[src/rtl/core/thse_pkg.sv]
// Shared types and codes for the TCP handshake engine.
// No dependencies; imported by every module of the block.
package thse_pkg;

  localparam logic [1:0] OP_CONNECT = 2'd0;
  localparam logic [1:0] OP_LISTEN  = 2'd1;
  localparam logic [1:0] OP_SEGMENT = 2'd2;

  localparam logic [2:0] ST_CLOSED   = 3'd0;
  localparam logic [2:0] ST_LISTEN   = 3'd1;
  localparam logic [2:0] ST_SYN_SENT = 3'd2;
  localparam logic [2:0] ST_SYN_RCVD = 3'd3;
  localparam logic [2:0] ST_ESTAB    = 3'd4;

  localparam logic [1:0] STATUS_OK      = 2'd0;
  localparam logic [1:0] STATUS_DROP    = 2'd1;
  localparam logic [1:0] STATUS_REFUSED = 2'd2;

  typedef enum logic [2:0] {
    KIND_CONNECT,
    KIND_LISTEN,
    KIND_SEGMENT,
    KIND_DROP,
    KIND_REFUSE
  } kind_e;

  typedef struct packed {
    logic [1:0]  op;
    logic        seg_syn;
    logic        seg_ack_flag;
    logic [31:0] seg_seq_num;
    logic [31:0] seg_ack_num;
    logic        checksum_ok;
  } in_item_t;

  typedef struct packed {
    logic        send_valid;
    logic        send_syn;
    logic        send_ack_flag;
    logic [31:0] send_seq;
    logic [31:0] send_ack_num;
    logic [2:0]  conn_state;
    logic [1:0]  status;
  } out_item_t;

  typedef struct packed {
    kind_e       kind;
    logic        syn;
    logic        ack;
    logic [31:0] seq;
    logic [31:0] ackn;
  } cmd_t;

endpackage

[src/rtl/core/thse_front.sv]
// Front end: takes input requests and classifies them into commands.
// Depends on thse_pkg.
module thse_front (
  input  logic              in_valid_i,
  input  thse_pkg::in_item_t in_i,
  input  logic              q_full_i,
  output logic              in_stall_o,
  output logic              push_o,
  output thse_pkg::cmd_t    cmd_o
);
  import thse_pkg::*;

  assign in_stall_o = q_full_i;
  assign push_o     = in_valid_i & ~q_full_i;

  always_comb begin
    cmd_o.syn  = in_i.seg_syn;
    cmd_o.ack  = in_i.seg_ack_flag;
    cmd_o.seq  = in_i.seg_seq_num;
    cmd_o.ackn = in_i.seg_ack_num;
    unique case (in_i.op)
      OP_CONNECT: cmd_o.kind = KIND_CONNECT;
      OP_LISTEN:  cmd_o.kind = KIND_LISTEN;
      OP_SEGMENT: cmd_o.kind = in_i.checksum_ok ? KIND_SEGMENT : KIND_DROP;
      default:    cmd_o.kind = KIND_REFUSE;
    endcase
  end

endmodule

[src/rtl/core/thse_queue.sv]
// Small command queue between front and back ends.
// Depends on thse_pkg.
module thse_queue #(
  parameter int Depth = 2
) (
  input  logic           clk_i,
  input  logic           rst_ni,
  input  logic           push_i,
  input  thse_pkg::cmd_t cmd_i,
  input  logic           pop_i,
  output logic           full_o,
  output logic           valid_o,
  output thse_pkg::cmd_t cmd_o
);
  import thse_pkg::*;

  localparam int PtrW = (Depth > 1) ? $clog2(Depth) : 1;
  localparam int CntW = $clog2(Depth + 1);
  localparam logic [CntW-1:0] DepthC = CntW'(Depth);
  localparam logic [PtrW-1:0] LastC  = PtrW'(Depth - 1);

  cmd_t            mem_q [Depth];
  logic [PtrW-1:0] wr_ptr_q, wr_ptr_d;
  logic [PtrW-1:0] rd_ptr_q, rd_ptr_d;
  logic [CntW-1:0] cnt_q, cnt_d;
  logic            do_push, do_pop;

  assign full_o  = (cnt_q == DepthC);
  assign valid_o = (cnt_q != '0);
  assign cmd_o   = mem_q[rd_ptr_q];
  assign do_push = push_i & ~full_o;
  assign do_pop  = pop_i & valid_o;

  always_comb begin
    wr_ptr_d = wr_ptr_q;
    rd_ptr_d = rd_ptr_q;
    cnt_d    = cnt_q;
    if (do_push) begin
      wr_ptr_d = (wr_ptr_q == LastC) ? '0 : wr_ptr_q + PtrW'(1);
    end
    if (do_pop) begin
      rd_ptr_d = (rd_ptr_q == LastC) ? '0 : rd_ptr_q + PtrW'(1);
    end
    if (do_push && !do_pop) begin
      cnt_d = cnt_q + CntW'(1);
    end else if (!do_push && do_pop) begin
      cnt_d = cnt_q - CntW'(1);
    end
  end

  always_ff @(posedge clk_i or negedge rst_ni) begin
    if (!rst_ni) begin
      wr_ptr_q <= '0;
      rd_ptr_q <= '0;
      cnt_q    <= '0;
    end else begin
      wr_ptr_q <= wr_ptr_d;
      rd_ptr_q <= rd_ptr_d;
      cnt_q    <= cnt_d;
    end
  end

  always_ff @(posedge clk_i) begin
    if (do_push) begin
      mem_q[wr_ptr_q] <= cmd_i;
    end
  end

endmodule

[src/rtl/core/thse_back.sv]
// Back end: connection state machine, sequence tracking and result register.
// Depends on thse_pkg.
module thse_back (
  input  logic                clk_i,
  input  logic                rst_ni,
  input  logic                q_valid_i,
  input  thse_pkg::cmd_t      cmd_i,
  output logic                pop_o,
  input  logic                cfg_valid_i,
  input  logic [31:0]         cfg_data_i,
  output logic                out_valid_o,
  input  logic                out_stall_i,
  output thse_pkg::out_item_t out_o
);
  import thse_pkg::*;

  logic [2:0]  st_q, st_d;
  logic [31:0] snd_nxt_q, snd_nxt_d;
  logic [31:0] snd_una_q, snd_una_d;
  logic [31:0] rcv_nxt_q, rcv_nxt_d;
  logic [31:0] init_seq_q;
  logic [31:0] una_inc, seq_inc;
  logic        ack_match;
  logic        out_valid_q, out_valid_d;
  out_item_t   out_q, res;

  assign pop_o       = q_valid_i & (~out_valid_q | ~out_stall_i);
  assign out_valid_o = out_valid_q;
  assign out_o       = out_q;
  assign una_inc     = snd_una_q + 32'd1;
  assign seq_inc     = cmd_i.seq + 32'd1;
  assign ack_match   = (cmd_i.ackn == una_inc);

  always_comb begin
    st_d      = st_q;
    snd_nxt_d = snd_nxt_q;
    snd_una_d = snd_una_q;
    rcv_nxt_d = rcv_nxt_q;
    res       = '0;
    res.status = STATUS_OK;
    unique case (cmd_i.kind)
      KIND_CONNECT: begin
        if (st_q == ST_CLOSED) begin
          snd_una_d    = init_seq_q;
          snd_nxt_d    = init_seq_q + 32'd1;
          st_d         = ST_SYN_SENT;
          res.send_valid = 1'b1;
          res.send_syn   = 1'b1;
          res.send_seq   = init_seq_q;
        end else begin
          res.status = STATUS_REFUSED;
        end
      end
      KIND_LISTEN: begin
        if (st_q == ST_CLOSED) begin
          snd_una_d = init_seq_q;
          snd_nxt_d = init_seq_q;
          st_d      = ST_LISTEN;
        end else begin
          res.status = STATUS_REFUSED;
        end
      end
      KIND_DROP:   res.status = STATUS_DROP;
      KIND_REFUSE: res.status = STATUS_REFUSED;
      KIND_SEGMENT: begin
        unique case (st_q) inside
          ST_CLOSED, ST_ESTAB: ;
          ST_LISTEN: begin
            if (cmd_i.syn) begin
              rcv_nxt_d         = seq_inc;
              st_d              = ST_SYN_RCVD;
              res.send_valid    = 1'b1;
              res.send_syn      = 1'b1;
              res.send_ack_flag = 1'b1;
              res.send_seq      = snd_nxt_q;
              res.send_ack_num  = seq_inc;
              snd_nxt_d         = snd_nxt_q + 32'd1;
            end
          end
          ST_SYN_SENT: begin
            if (cmd_i.syn && cmd_i.ack) begin
              if (!ack_match) begin
                res.status = STATUS_DROP;
              end else begin
                snd_una_d         = una_inc;
                rcv_nxt_d         = seq_inc;
                st_d              = ST_ESTAB;
                res.send_valid    = 1'b1;
                res.send_ack_flag = 1'b1;
                res.send_seq      = snd_nxt_q;
                res.send_ack_num  = seq_inc;
              end
            end
          end
          ST_SYN_RCVD: begin
            if (cmd_i.ack) begin
              if (!ack_match) begin
                res.status = STATUS_DROP;
              end else begin
                snd_una_d = una_inc;
                st_d      = ST_ESTAB;
              end
            end
          end
          default: res.status = STATUS_DROP;
        endcase
      end
      default: res.status = STATUS_REFUSED;
    endcase
    res.conn_state = st_d;
  end

  always_comb begin
    if (pop_o) begin
      out_valid_d = 1'b1;
    end else if (out_stall_i) begin
      out_valid_d = out_valid_q;
    end else begin
      out_valid_d = 1'b0;
    end
  end

  always_ff @(posedge clk_i or negedge rst_ni) begin
    if (!rst_ni) begin
      st_q        <= ST_CLOSED;
      snd_nxt_q   <= '0;
      snd_una_q   <= '0;
      rcv_nxt_q   <= '0;
      init_seq_q  <= '0;
      out_valid_q <= 1'b0;
    end else begin
      out_valid_q <= out_valid_d;
      if (cfg_valid_i) begin
        init_seq_q <= cfg_data_i;
      end
      if (pop_o) begin
        st_q      <= st_d;
        snd_nxt_q <= snd_nxt_d;
        snd_una_q <= snd_una_d;
        rcv_nxt_q <= rcv_nxt_d;
      end
    end
  end

  always_ff @(posedge clk_i) begin
    if (pop_o) begin
      out_q <= res;
    end
  end

endmodule

[src/rtl/core/tcp_handshake_engine_core.sv]
// TCP three-way handshake engine, top level: front end, command queue, back end.
// Depends on thse_pkg, thse_front, thse_queue, thse_back.
// An accepted request is queued, then popped into the back end's result register.
// Throughput: one request per cycle without output stall; state updates per pop.
// Reset: state closed, sequence numbers and initial_seq zero, queue and output empty.
module tcp_handshake_engine_core #(
  parameter int QueueDepth = 2
) (
  input  logic                clk_i,
  input  logic                rst_ni,
  input  logic                in_valid_i,
  output logic                in_stall_o,
  input  thse_pkg::in_item_t  in_i,
  output logic                out_valid_o,
  input  logic                out_stall_i,
  output thse_pkg::out_item_t out_o,
  input  logic                cfg_valid_i,
  output logic                cfg_ready_o,
  input  logic [31:0]         cfg_data_i
);
  import thse_pkg::*;

  logic q_full, q_push, q_pop, q_valid;
  cmd_t front_cmd, back_cmd;

  assign cfg_ready_o = 1'b1;

  thse_front u_front (
    .in_valid_i (in_valid_i),
    .in_i       (in_i),
    .q_full_i   (q_full),
    .in_stall_o (in_stall_o),
    .push_o     (q_push),
    .cmd_o      (front_cmd)
  );

  thse_queue #(
    .Depth (QueueDepth)
  ) u_queue (
    .clk_i   (clk_i),
    .rst_ni  (rst_ni),
    .push_i  (q_push),
    .cmd_i   (front_cmd),
    .pop_i   (q_pop),
    .full_o  (q_full),
    .valid_o (q_valid),
    .cmd_o   (back_cmd)
  );

  thse_back u_back (
    .clk_i       (clk_i),
    .rst_ni      (rst_ni),
    .q_valid_i   (q_valid),
    .cmd_i       (back_cmd),
    .pop_o       (q_pop),
    .cfg_valid_i (cfg_valid_i & cfg_ready_o),
    .cfg_data_i  (cfg_data_i),
    .out_valid_o (out_valid_o),
    .out_stall_i (out_stall_i),
    .out_o       (out_o)
  );

endmodule
[config.mk]
export PLATFORM = sky130hd
export DESIGN_NAME = tcp_handshake_engine_core
export DESIGN_NICKNAME = d
export VERILOG_FILES = /design/src/rtl/core/thse_pkg.sv /design/src/rtl/core/thse_front.sv /design/src/rtl/core/thse_queue.sv /design/src/rtl/core/thse_back.sv /design/src/rtl/core/tcp_handshake_engine_core.sv
export SDC_FILE = /design/constraint.sdc
export NUM_CORES = 1
export LEC_CHECK = 0
export ABC_AREA = 1
export BUFFER_PORTS_ARGS = -buffer_cell sky130_fd_sc_hd__buf_2
export CAP_MARGIN = 10
export CELL_PAD_IN_SITES_DETAIL_PLACEMENT = 0
export CELL_PAD_IN_SITES_GLOBAL_PLACEMENT = 2
export CORE_MARGIN = 2
export CORE_UTILIZATION = 36
export DETAILED_ROUTE_END_ITERATION = 10
export PLACE_DENSITY = 0.8
export SYNTH_ARGS = -nofsm -noshare
export SYNTH_HDL_FRONTEND = slang
export SYNTH_HIERARCHICAL = 1
export SYNTH_SLANG_ARGS = --single-unit
export TNS_END_PERCENT = 30
[constraint.sdc]
create_clock -name clk_i -period 4.8 [get_ports clk_i]
set_clock_uncertainty 0.2 [all_clocks]
set_input_delay 0.24 -clock clk_i [delete_from_list [all_inputs] [get_ports clk_i]]
set_output_delay 0.24 -clock clk_i [all_outputs]
set_load 0.01 [all_outputs]
Word level (Yosys, flattened, before mapping)
Memories as Yosys holds them, arrays and structs flattened.
Cells that the tools add are included.
{ "totals": {"n_memories": 1, "output_inout_bits": 75, "input_bits": 106, "ramBits": 138, "regBits": 176} }
{ "op_classes": {"bitwise": 8, "n_reduce_logical": 16, "muxes": 46, "n_eq_ne": 20, "addsub": 8} }
{ "mem_list": {"columns": ["name", "words", "width", "rd", "rd_ports_with_merged_regs", "wr", "line_no", "text"], "rows": [
  ["u_queue.mem_q", 2, 69, 1, 0, 1, "thse_queue.sv:22", "cmd_t mem_q [Depth];"]
]} }
{ "op_table": {"columns": ["op", "count"], "rows": [
  ["$mux 32", 8],
  ["$pmux 32 s2", 3],
  ["$mux 65", 2],
  ["$pmux 65 s2", 1],
  ["$add 32x1->32 const B", 4],
  ["$pmux 32 s3", 1],
  ["$mux 67", 1],
  ["$eq 32x32->1", 1],
  ["$pmux 3 s3", 3],
  ["$mux 3", 6],
  ["$eq 3x2->1 const B", 4],
  ["$mux 1", 12],
  ["$ne 2x1->1 const B", 6],
  ["$pmux 2 s3", 2],
  ["$reduce_and 6->1", 2],
  ["$mux 2", 5],
  ["$eq 3x1->1 const B", 2],
  ["$logic_not 3->1", 2],
  ["$reduce_bool 2->1", 3],
  ["$and 1x1->1", 4],
  ["$eq 2x2->1 const B", 2],
  ["$pmux 2 s2", 1],
  ["$eq 3x3->1 const B", 1],
  ["$logic_and 1x1->1", 3],
  ["15 further kinds", 19]
]} }

Logic depth before layout (Yosys ltp)
{ "depth": {"word_depth": 8, "mapped_depth": 24, "depth_no_buf": 22} }

By module
The synthesis kept the hierarchy.
{ "by_module_without_submodules": {"columns": ["mod", "area_each_um2", "cells_per_inst", "instances"], "rows": [
  ["thse_back", 10431.3, 1397, 1],
  ["thse_queue", 5258.8, 392, 1],
  ["thse_front", 545.5, 78, 1],
  ["tcp_handshake_engine_core", 11.3, 2, 1]
]} }

Least setup slack after synthesis
Ideal clock, no wire load.
{ "synth_path": {"path_type": "flip-flop to flip-flop", "startpoint": "register u_queue.cnt_q[1]", "endpoint": "memory u_queue/mem_q[1][0] (netlist bit), enable pin", "n_path_buf": 0, "t_required_ps": 4104, "stages_incl_launch_ff": 6, "path_slack_ps": 447, "arrival_ps": 3657, "path_cell_list": "dfrtp_1 inv_1 nor2_2 nor2_1 o21ai_0 nor2_1"} }
{ "synth_between": {"elab_chain_cells": 6} }
{ "synth_rtl": {"columns": ["item", "line_no", "text"], "rows": [
  ["start: declaration", "thse_queue.sv:25", "logic [CntW-1:0] cnt_q, cnt_d;"],
  ["start signal: assignment", "thse_queue.sv:59", "cnt_q <= cnt_d;"],
  ["$eq 2x2->1", "thse_queue.sv:28", "assign full_o = (cnt_q == DepthC);"],
  ["via q_full", "tcp_handshake_engine_core.sv:23", "logic q_full, q_push, q_pop, q_valid;"],
  ["$not 1->1", "thse_front.sv:14", "assign push_o = in_valid_i & ~q_full_i;"],
  ["$and 1x1->1", "thse_front.sv:14", null],
  ["via q_push", "tcp_handshake_engine_core.sv:23", null],
  ["$and 1x1->1", "thse_queue.sv:31", "assign do_push = push_i & ~full_o;"],
  ["$mux 1", "thse_queue.sv:64", "if (do_push) begin"],
  ["$mux 1 (implied by the code)", "thse_queue.sv:65", "mem_q[wr_ptr_q] <= cmd_i;"],
  ["end: declaration", "thse_queue.sv:22", null]
]} }
The timed path passes the listed nets, and every way through them passes these cells.

==> results.cfg <==
[cts]
cts_htree_levels = 2
cts_root_buf = clkbuf_16
clk_latency_ps = 560
cts_tree = yes
cts_buffers = 38
cts_hold_buf = 105
clkSlewWorstSetupHoldPaths_ps = 60
post_cts_buffers = 0
cts_resized = 0
clock_sinks = 314
clockBufferDepth = 3

[setup_path]
r2r-end = u_back/out_o[31]
reg2reg_from = u_queue/rd_ptr_q
crit_fanout = 33
crit_path_top_delay_cell = dfrtp_2
start_kind = flop
worst_ep_arrival_time_ps = 4140
cpPeakStageDelay_ps = 480
critical_path_depth = 21
rr_worst_depth = 21
crit_family = simple AND/OR/NAND/NOR gates
worst_setup_path_end_kind = flop
required_ps = 4900
crit_buf_inv = 3
rrSetupSlack_ps = 750
startpoint = u_queue/rd_ptr_q
timing.setup.critical_path_class = reg2reg
critPathCapture = u_back/out_o[31]
cpMostUsedCell = nand2_1
crit_chain = buf_4 > nand2_1 > nand2_1 > ha_1 > nand2_1 > inv_1 > nand2_1 > nor2_1 > nand3_1 > nor2_1 > nand4_1 > nor3_1 > nand3_1 > nor2_1 > nand4_1 > nor2_1 > nand2_1 > inv_2 > nand3_1 > nand2_1 > nor2_1

[drt]
vias = 12800
wl_per_cell_um = 16.6
drtIter0Drc = 851
via_per_inst = 4.72
dr.pass1.iters = 5
routed_wl_um = 45000
drtAntennaViolNets = 0
drc_errors = 0

[final_layout]
design_area_um2 = 19600
layout.cells.most_common = nand2_1
antenna_cells = 0
layout-drive-gt1-share = 0.148
final_cell_mix = 577 x nand2_1, 210 x edfxtp_1, 188 x inv_1, 178 x buf_2, 178 x o21ai_0
syn2layout_area_growth_pct = 20.5
fin_nets = 2195

[power_and_ir_drop]
leakagePower_uw = 0.00865
power.density_nw_per_um2 = 603
p_total_uw = 11800
ir_drop_mv = 0.358

[yosys]
synth_edf_count = 210
syn_area_um2 = 16200
synth_area_per_cell_um2 = 8.69
syn_nets = 1979
synth_warnings = 6
ys_async_sr_fraction = 0.331
synth.ff_latch_count = 314
synth_cells = 1869
synthFlopType = edfxtp_1
synth_cell_types = 46
yosysSeqAreaShare = 0.548

[global_routing]
grt_max_degree = 79
grt_pass1_wl_um = 70600
grt_util_all_layers = 0.194
overflow = 0
grt_pass1_vias = 12800
antenna_found_initial = 0

[outcome]
run_status = complete, no violations

[die]
core_um2 = 44400
die_y_um = 216
io_pins = 181
floorplan.die_area_um2 = 46800
start_util = 0.366
num_rows = 77
die_w_um = 216

[min_path]
hold_path.class = in2reg
hold_path_startpoint = cfg_valid_i

[timing]
finalSetupViolations = 0
relSlewSlack = 0.258
hold_viol_final = 0
tns_ps = 0
layout_min_cycle_time_ps = 4050
finalMaxSlewViolations = 0
worst_pin_slew_ps = 1110
grt_setup_unrepaired = false
max_freq_mhz = 247
post-route-period-util = 0.843

[placed_design]
gp_congestion = 0.869
hpwlAfterDp_um = 31800
io_buffers = 179
dpl_cell_area_um2 = 17300

[job]
drv_cap = 0
==> worst reg2reg max path: cells and delay by family, from the launching register on <==
family                     cells  cell delay (ps)
adders and majority gates      1              180
buffers and inverters          3              610
DFF                            1              480
and+or+nand+nor               17             2310
==> sequential cells by signal, summed over array words and instances, names as in the netlist <==
signal	cells
u_back/out_o	72
u_queue/cnt_q	2
u_queue/wr_ptr_q	1
u_back/snd_nxt_q	32
u_queue/mem_q	138
u_back/snd_una_q	32
u_back/out_valid_o	1
u_back/st_q	3
u_queue/rd_ptr_q	1
u_back/init_seq_q	32
==> where the power goes <==
part	total [uW]	leakage, uW	internal (uW)	switching [uW]
logic	4490	0.00476	1390	3100
registers	4390	0.00328	3930	459
clock network	2930	0.000610	1780	1150
total	11800	0.00865	7110	4700
==> worst min path at each step <==
| stage | slack (ps) | depth (start not counted) | to |
|---|---|---|---|
| final | 130 | 4 | u_back/init_seq_q[13] |
| after CTS | 120 | 4 | u_back/init_seq_q[22] |
| after global placement | 210 | 1 | u_back/snd_nxt_q[17] |
| after global routing | 160 | 4 | u_back/init_seq_q[17] |
| after floorplan | -260 | 0 | u_back/init_seq_q[0] |
| after detailed placement | 210 | 1 | u_back/snd_nxt_q[30] |
==> through the flow <==
stage               setup slack (ps)  hold WS, ps  utilization  instances
floorplan                        447         -256            -       1869
global placement                 823          212        0.389       2532
detailed placement               705          206        0.389       2532
CTS                              709          115        0.441       2707
global route                     231          164        0.441       2707
finish                           755          132        0.441       2707
==> synth_stat cells, types with 5 or more instances <==
library cell	count	area share
o211ai_1	5	0.0023
o21ai_0	178	0.055
a21oi_1	42	0.013
o22ai_1	12	0.0046
buf_4	76	0.035
nand3b_1	13	0.0060
xor2_1	25	0.013
xnor2_1	17	0.0092
inv_2	5	0.0012
inv_1	190	0.044
nand2_2	8	0.0031
nor3b_1	5	0.0023
o21ai_1	13	0.0040
dfrtp_1	104	0.16
nor2_1	133	0.031
clkbuf_1	26	0.0060
nor3_1	21	0.0065
edfxtp_1	210	0.39
nand4_1	10	0.0039
nand3_1	96	0.030
a31oi_1	17	0.0065
buf_6	5	0.0035
nand2_1	577	0.13
buf_2	21	0.0065
nor2_2	23	0.0089
==> final cells by class <==
class	count	area, um^2
fill	4351	24800
sequential	314	8910
multi-input combinational	1229	5780
timing repair buffer	306	2140
clock buffer	56	1080
tap	592	741
inverter	196	739
clock inverter	14	199
==> layer usage <==
| metal | GRT usage | wire length [um] | vias to the layer above |
|---|---|---|---|
| met5 | 0 | 0 | - |
| met2 | 0.338 | 22200 | 281 |
| met3 | 0.0295 | 1850 | 64 |
| li1 | - | - | 6485 |
| met1 | 0.244 | 19600 | 5945 |
| met4 | 0.0721 | 1380 | 0 |
==> logic make-up after synthesis <==
family | synth area share
xor+xnor | 0.0270
compound gates | 0.0881
buf+inv | 0.0970
other cells | 0.000231
simple gates | 0.236
flops | 0.548
fa+ha+maj | 0.00308
Note: power is estimated with default switching activity, not from simulation.
